$ cat src/rtl/core/cpsa_pkg.sv
// cpsa_pkg: word types, sizes and active-width constants for the cube pair
// support accumulator. No dependencies; imported by cube_pair_support_accumulator.
`timescale 1ns / 1ps

package cpsa_pkg;

   // Configured problem size
   localparam int CUBE_VAR_COUNT = 16;  // 1..32
   localparam int NUM_OUTPUTS    = 16;  // 1..64

   // Field capacity: 16 variables (two bits each) and 16 outputs per word
   localparam int FIELD_VARS = 16;
   localparam int FIELD_OUTS = 16;
   localparam int VAR_IDX_W  = 4;
   localparam int ROW_IDX_W  = 4;

   // Only variables and outputs below both limits take part
   localparam int ACT_VARS = (CUBE_VAR_COUNT < FIELD_VARS) ? CUBE_VAR_COUNT : FIELD_VARS;
   localparam int ACT_OUTS = (NUM_OUTPUTS < FIELD_OUTS) ? NUM_OUTPUTS : FIELD_OUTS;

   // Request kinds
   localparam logic REQ_PAIR = 1'b0;
   localparam logic REQ_READ = 1'b1;

   typedef logic [FIELD_VARS-1:0] row_type;

   typedef struct packed {
      logic                      req_type;
      logic [2*FIELD_VARS-1:0]   on_cube_inputs;
      logic [FIELD_OUTS-1:0]     on_cube_outputs;
      logic [2*FIELD_VARS-1:0]   off_cube_inputs;
      logic [FIELD_OUTS-1:0]     off_cube_outputs;
      logic [ROW_IDX_W-1:0]      row_select;
   } req_word_type;

   typedef struct packed {
      row_type                   support_row;
      logic [VAR_IDX_W-1:0]      conflict_var;
      logic                      var_found;
      logic [FIELD_OUTS-1:0]     shared_outputs;
   } rsp_word_type;

endpackage

$ cat src/rtl/core/cube_pair_support_accumulator.sv
// Cube pair support accumulator: input register, conflict logic, support
// matrix and result register in one module. Depends on cpsa_pkg.
`timescale 1ns / 1ps

// Usage
//   req channel (req_valid/req_ready/req_data): one word per cube pair or per
//   row read. A pair word ORs its single conflicting variable into the support
//   row of every shared output when the output parts intersect and exactly one
//   variable has codes that XOR to 11. A read word returns one support row.
//   rsp channel (rsp_valid/rsp_ready/rsp_data): exactly one word per request,
//   in request order.
//   An accepted word goes to the input register and its result to the result
//   register, which drives rsp_data. Throughput: one word per cycle unless the
//   receiver stalls; the matrix update and row read happen in the single logic
//   stage between the two registers, so a read sees every earlier pair.
//   Reset (synchronous, active high) clears the support matrix and both
//   valid flags in the same cycle; the block is ready right after.
//   When the receiver stalls, the result register holds its word and the
//   input register holds one more; req_ready drops only when both are full.
module cube_pair_support_accumulator
   import cpsa_pkg::*;
(
   input  logic          clock,
   input  logic          reset,

   input  logic          req_valid,
   output logic          req_ready,
   input  req_word_type  req_data,

   output logic          rsp_valid,
   input  logic          rsp_ready,
   output rsp_word_type  rsp_data
);

   // Pipeline registers
   logic          s1_valid_ff, s1_valid_in;
   req_word_type  s1_word_ff;
   logic          rsp_valid_ff, rsp_valid_in;
   rsp_word_type  rsp_word_ff, rsp_word_in;

   // Support matrix, row o belongs to output o
   row_type       matrix_ff [FIELD_OUTS];
   row_type       matrix_in [FIELD_OUTS];

   logic                   out_free;
   logic                   s1_advance;
   logic [2*FIELD_VARS-1:0] code_xor;
   row_type                conf;
   logic [FIELD_OUTS-1:0]  shared;
   logic                   single_conf;
   logic                   pair_hit;
   logic [VAR_IDX_W-1:0]   conf_idx;
   row_type                read_row;

   // Handshake
   assign out_free   = !rsp_valid_ff || rsp_ready;
   assign s1_advance = s1_valid_ff && out_free;
   assign req_ready  = !s1_valid_ff || out_free;
   assign rsp_valid  = rsp_valid_ff;
   assign rsp_data   = rsp_word_ff;

   // Conflict detection over the active variables
   always_comb begin
      code_xor = s1_word_ff.on_cube_inputs ^ s1_word_ff.off_cube_inputs;
      conf     = '0;
      conf_idx = '0;
      for (int v = 0; v < ACT_VARS; v++) begin
         conf[v] = code_xor[2*v] & code_xor[2*v+1];
      end
      // conf is one-hot when it is used, so an OR of indexes encodes it
      for (int v = 0; v < FIELD_VARS; v++) begin
         if (conf[v]) begin
            conf_idx = conf_idx | VAR_IDX_W'(v);
         end
      end
      shared = '0;
      for (int o = 0; o < ACT_OUTS; o++) begin
         shared[o] = s1_word_ff.on_cube_outputs[o] & s1_word_ff.off_cube_outputs[o];
      end
      single_conf = (conf != '0) && ((conf & (conf - row_type'(1))) == '0);
      pair_hit    = (s1_word_ff.req_type == REQ_PAIR) && (shared != '0) && single_conf;
   end

   // Row read
   always_comb begin
      read_row = '0;
      if ({1'b0, s1_word_ff.row_select} < (ROW_IDX_W+1)'(ACT_OUTS)) begin
         read_row = matrix_ff[s1_word_ff.row_select];
      end
   end

   // Matrix update: set the conflicting variable in each shared output's row
   always_comb begin
      for (int o = 0; o < FIELD_OUTS; o++) begin
         matrix_in[o] = matrix_ff[o];
         if (s1_advance && pair_hit && shared[o]) begin
            matrix_in[o] = matrix_ff[o] | conf;
         end
      end
   end

   // Result word
   always_comb begin
      rsp_word_in = rsp_word_ff;
      if (s1_advance) begin
         rsp_word_in = '0;
         if (s1_word_ff.req_type == REQ_READ) begin
            rsp_word_in.support_row = read_row;
         end else begin
            rsp_word_in.shared_outputs = shared;
            rsp_word_in.var_found      = pair_hit;
            rsp_word_in.conflict_var   = pair_hit ? conf_idx : '0;
         end
      end
   end

   // Valid flags
   always_comb begin
      s1_valid_in = s1_valid_ff;
      if (req_valid && req_ready) begin
         s1_valid_in = 1'b1;
      end else if (s1_advance) begin
         s1_valid_in = 1'b0;
      end
      rsp_valid_in = rsp_valid_ff;
      if (s1_advance) begin
         rsp_valid_in = 1'b1;
      end else if (rsp_ready) begin
         rsp_valid_in = 1'b0;
      end
   end

   // Control and matrix registers
   always_ff @(posedge clock) begin
      if (reset) begin
         s1_valid_ff  <= 1'b0;
         rsp_valid_ff <= 1'b0;
         for (int o = 0; o < FIELD_OUTS; o++) begin
            matrix_ff[o] <= '0;
         end
      end else begin
         s1_valid_ff  <= s1_valid_in;
         rsp_valid_ff <= rsp_valid_in;
         matrix_ff    <= matrix_in;
      end
   end

   // Payload registers
   always_ff @(posedge clock) begin
      if (req_valid && req_ready) begin
         s1_word_ff <= req_data;
      end
      rsp_word_ff <= rsp_word_in;
   end

endmodule

$ cat config.mk
export PLATFORM = sky130hd
export DESIGN_NAME = cube_pair_support_accumulator
export DESIGN_NICKNAME = d
export VERILOG_FILES = /design/src/rtl/core/cpsa_pkg.sv /design/src/rtl/core/cube_pair_support_accumulator.sv
export SDC_FILE = /design/constraint.sdc
export NUM_CORES = 1
export LEC_CHECK = 0
export BUFFER_PORTS_ARGS = -buffer_cell sky130_fd_sc_hd__buf_4
export CORE_UTILIZATION = 55
export CTS_BUF_LIST = sky130_fd_sc_hd__clkbuf_16
export DETAILED_ROUTE_END_ITERATION = 16
export GPL_ROUTABILITY_DRIVEN = 0
export GPL_TIMING_DRIVEN = 0
export PLACE_DENSITY = 0.74
export SKIP_CTS_REPAIR_TIMING = 1
export SLEW_MARGIN = 20
export SYNTH_ARGS = -nofsm -noshare
export SYNTH_HDL_FRONTEND = slang
export SYNTH_SLANG_ARGS = --single-unit
$ cat constraint.sdc
create_clock -name clock -period 5.65 [get_ports clock]
set_clock_uncertainty 0.15 [all_clocks]
set_input_delay 1.13 -clock clock [delete_from_list [all_inputs] [get_ports clock]]
set_output_delay 1.13 -clock clock [all_outputs]
set_load 0.03 [all_outputs]
Yosys cells after proc, flatten, opt, wreduce, memory -nomap -nowiden
Index checks and enable logic that the tools add are counted.
Widths: inputs -> output; s select.
{ "classes": {"n_reduce_logical": 32, "order_cmp": 1, "mux": 22, "bitwise_logic": 53, "n_addsub": 1} }
{ "ops": {"columns": ["operator", "count"], "rows": [
  ["$or 16x16->16", 16],
  ["$bmux 16 s4", 1],
  ["$and 1x1->1", 32],
  ["$mux 16", 2],
  ["$mux 4", 8],
  ["$reduce_bool 16->1", 2],
  ["$xor 32x32->32", 1],
  ["$logic_and 1x1->1", 22],
  ["$and 16x16->16", 1],
  ["$logic_not 16->1", 1],
  ["$sub 16x1->16 const B", 1],
  ["$mux 3", 4],
  ["$ge 5x5->1 const B", 1],
  ["$mux 1", 5],
  ["$not 4->5", 1],
  ["$mux 2", 2],
  ["$reduce_bool 2->1", 2],
  ["$logic_not 1->1", 2],
  ["$logic_or 1x1->1", 2],
  ["$not 1->1", 2],
  ["$reduce_or 2->1", 1]
]} }
{ "word_totals": {"wordCells": 137, "reg_bits": 396, "out_inout_bits": 39, "inputBits": 105} }

Depth between registers and ports, before layout
{ "depth": {"depth_word": 17, "depth_mapped": 10, "depth_no_buf": 8} }

Least setup slack after synthesis
No wires, ideal clock.
{ "synth_timing": {"path_kind": "input -> register", "startpoint": "input port rsp_ready", "endpoint": "register s1_word_ff[0] (netlist bit), enable pin", "path_buffers": 0, "t_required_ns": 5.029, "setup_slack_ns": 1.194, "cell_stages": 3, "setup_time_ns": 0.471, "t_arrival_ns": 3.835, "cell_sequence": "nor2b_1 > nand2_1 > and2_1"} }
{ "synth_between": {"elab_chain_len": 3} }
{ "synth_lines": {"columns": ["element", "line", "source"], "rows": [
  ["from (decl)", "cube_pair_support_accumulator.sv:31", "input logic rsp_ready,"],
  ["$logic_or 1x1->1", "cube_pair_support_accumulator.sv:56", "assign out_free = !rsp_valid_ff || rsp_ready;"],
  ["$logic_or 1x1->1", "cube_pair_support_accumulator.sv:58", "assign req_ready = !s1_valid_ff || out_free;"],
  ["via req_ready", "cube_pair_support_accumulator.sv:27", "output logic req_ready,"],
  ["$logic_and 1x1->1", "cube_pair_support_accumulator.sv:150", "if (req_valid && req_ready) begin"],
  ["to (signal assigned)", "cube_pair_support_accumulator.sv:151", "s1_word_ff <= req_data;"],
  ["to (decl)", "cube_pair_support_accumulator.sv:37", "req_word_type s1_word_ff;"]
]} }
The timed path passes the listed nets, and every way through them passes these cells.
A chain may end at the register's enable or synchronous reset.

Final worst setup path
{ "layout_timing": {"startpoint": "input port rsp_ready", "endpoint": "register matrix_ff[57] (netlist bit)"} }
{ "layout_between": {"elab_chain_len": 4} }
{ "layout_lines": {"columns": ["element", "line", "source"], "rows": [
  ["$logic_or 1x1->1", "cube_pair_support_accumulator.sv:56", null],
  ["$logic_and 1x1->1", "cube_pair_support_accumulator.sv:57", "assign s1_advance = s1_valid_ff && out_free;"],
  ["$logic_and 1x1->1 (2 in a row)", "cube_pair_support_accumulator.sv:96", "if (s1_advance && pair_hit && shared[o]) begin"],
  ["to (signal assigned)", "cube_pair_support_accumulator.sv:144", "matrix_ff <= matrix_in;"],
  ["to (decl)", "cube_pair_support_accumulator.sv:42", "row_type matrix_ff [FIELD_OUTS];"]
]} }
No other way between the ends.

==> impl_results.md <==
* Dpl hpwl at roughly 37000 µm
* Post-synth EDFFs at 138
* Sequential share of the synthesized area at 0.508
* TritonCTS clock tree: built
* Worst Setup SP: rsp_ready
* Pre-antenna DRT Iters at 6
* Status: finished, final reports clean
* Sw Ratio at 0.251
* NetSw at about 1.6 mW
* Post-synthesis cell type count at 41
* Vias per cell at 6.00
* Largest net degree at the start of global routing at 65
* R2R Setup Slk at 2.29 ns
* Leakage at 6.63 nW
* Startpoint types: input pin
* Slew HR at 0.264
* Critical path endpoint: matrix_ff[57]$_SDFFE_PP0P_
* Fillers at 2504
* Final slew viol count at 0
* Starting Density at 0.561
* Routed Antenna Nets at 0
* Die area at 34100 µm²
* Die X at 185 µm
* Async set-reset flop share out of synthesis at 0
* Clk pwr share at 0.428
* Post-synth net total at 1658
* DRT Wirelength at slightly above 50000 µm
* Worst hold slack at 0.316 ns
* Max-cap check violation count at 0
* Diodes inserted at 0
* Top-area cell type share of the netlist area at 0.282
* Nets at about 1800
* Crit path arrival time at 3.93 ns
* Num rows at 66
* Combinational power share at 0.101
* Routed len/inst at 23.2 µm
* Final core area utilization at 0.654
* Skew-Pair Late Insertion Delay at roughly 0.54 ns
* DRC Markers at 0
* Syn avg cell area at 11.8 µm²
* First-pass GRT wire length at 78300 µm
* Period minus WS final at about 3.6 ns
* Reg clk slew, reported paths at 0.06 ns
* R2R Path End: matrix_ff[57]$_SDFFE_PP0P_
* Commonest non-fill, non-tap cell in the layout: dfxtp_1
* GRT Total Usage at 0.309
* Crit end category: register
* Largest fanout on the critical path at 20
* Synth area leaders: dfxtp_1 28%, edfxtp_1 23%, o22ai_2 15%, mux4_2 9.8%, nand3_1 6.6%
* Core Area at 32700 µm²
* Area Growth Syn to Fin at 16.6%
* Total number of vias at roughly 13000
* Post-synthesis cell count at around 1600
* Final setup fails at 0
* Initial antenna violation count at 1
* Most frequent cells in the layout: 258 x dfxtp_1, 254 x inv_1, 242 x nand3_1
* CTS root buffer: clkbuf_16
* Maximum clock path buffer count at 3
* GRT overflow at 0
* Fmax achieved at 0.276 GHz
* Buffers on Ports at 142
* Number of global-route vias before repair at 13300
* WS Path Type: input pin to register
* Req. time, crit path at about 6.0 ns
* CTS Buf Count at 43
* I/O pin total at ~140
* Area of the multi-input gates at approximately 7300 µm²
* P per Cell Area at 301 nW/µm²
* R2r startpoint: rsp_valid$_SDFFE_PP0P_
* Synth warn at 0
* Initial DRC count at approximately 1400
* Max H-tree Level at 2
* Cell taking the most area after synthesis: dfxtp_1
* P_int at 4.82 mW
* Worst-Margin Slew at 1.10 ns
* Top FF cell, synth: dfxtp_1
* Seq pwr share at 0.472
* Hold crit path type: register to register
* Seq. cell area at roughly 9300 µm²
* Mapped Area at 18300 µm²
* R2r worst-path depth at 9
* Final hold viol count at 0
* Die height at 185 µm
* Fraction of layout cells with a size suffix above 1 at 0.319
* Worst hold path depth at 2
* Clock sink count at 396
* Fin crit share at 0.642
* Largest vdd supply drop at 0.257 mV
* Yosys reg bits at 396
* RSZ-0062 raised after global routing: no
metal layers:
layer / vias to the layer above / track usage / part of all wire / wire, µm
li1: 5940 / - / - / -
met1: 6596 / 0.412 / 0.40 / 20700
met2: 632 / 0.496 / 0.47 / 24200
met3: 121 / 0.0605 / 0.090 / 4620
met4: 2 / 0.117 / 0.035 / 1800
met5: - / 0 / 0.00023 / 12
per-stage QoR:
step	area, µm²	cells	setup TNS (ns)	setup slack, ns	power [mW]
2_1_floorplan	18300	1553	0	1.19	3.47
3_3_place_gp	20000	2137	-115.69	-0.692	3.71
3_5_place_dp	20000	2139	0	1.56	3.72
4_1_cts	21400	2217	0	2.09	6.43
5_1_grt	21400	2217	0	1.80	6.60
6_report	21400	2217	0	2.02	6.43
cells by family (layout without fill, tap and decap cells):
kind of cell | Yosys count | count (layout) | share of synthesized area
xor gates and xnor gates | 32 | 32 | 0.0153
muxes | 81 | 81 | 0.0989
and+or+nand+nor | 363 | 363 | 0.103
DFF | 396 | 396 | 0.508
AOI/OAI and AO/OA | 281 | 281 | 0.182
buffers and inverters | 400 | 622 | 0.0931
flip-flops by register name, indices dropped and copies added (netlist names):
signal,flops
matrix_ff,256
s1_word_ff,101
rsp_data,37
rsp_valid,1
s1_valid_ff,1
power groups by stage:
stage	combinational, mW	clock [mW]	sequential (mW)
CTS	0.632	2.77	3.03
global route	0.672	2.89	3.04
global placement	0.616	0	3.10
floorplan	0.350	0	3.12
detailed placement	0.630	0	3.09
finish	0.646	2.75	3.03
layout make-up:
cell class | count | area share
clock inverter | 33 | 0.0112
sequential | 396 | 0.435
buffer | 157 | 0.0372
tap | 442 | 0.0259
inverter | 243 | 0.0427
multi-input combinational | 757 | 0.343
clock buffer | 45 | 0.0527
timing repair buffer | 144 | 0.0521
cell usage after synthesis, types with 2 or more instances:
library cell,number
buf_1,13
nor2b_1,14
nor4_1,7
nand2_1,12
a41o_1,2
dfxtp_1,258
nor2_1,28
clkbuf_1,110
a21oi_1,3
inv_1,243
nor3_1,3
nand3_1,242
edfxtp_1,138
mux4_2,80
o2bb2ai_1,2
buf_2,8
and2_1,37
o22ai_2,227
o21ai_0,3
nand2b_1,14
o41ai_2,13
or2_2,3
o22ai_1,20
xnor2_1,24
buf_6,26
xor2_1,8
worst max-delay path: stages:
cell	delay [ns]
buf_4	0.07
nor2b_1	0.08
nor2b_4	0.55
buf_12	0.28
nor2b_1	0.15
clkbuf_1	0.31
clkbuf_1	0.38
clkbuf_1	0.65
nand3_1	0.18
o22ai_2	0.13
worst min path at each step:
stage	start	end	slack (ns)
detailed placement	matrix_ff[184]$_SDFFE_PP0P_	matrix_ff[184]$_SDFFE_PP0P_	0.30
floorplan	matrix_ff[208]$_SDFFE_PP0P_	matrix_ff[208]$_SDFFE_PP0P_	0.28
global placement	matrix_ff[149]$_SDFFE_PP0P_	matrix_ff[149]$_SDFFE_PP0P_	0.30
global route	matrix_ff[154]$_SDFFE_PP0P_	matrix_ff[154]$_SDFFE_PP0P_	0.34
finish	matrix_ff[150]$_SDFFE_PP0P_	matrix_ff[150]$_SDFFE_PP0P_	0.32
CTS	matrix_ff[150]$_SDFFE_PP0P_	matrix_ff[150]$_SDFFE_PP0P_	0.32
Power figures use the tool's default switching activity.
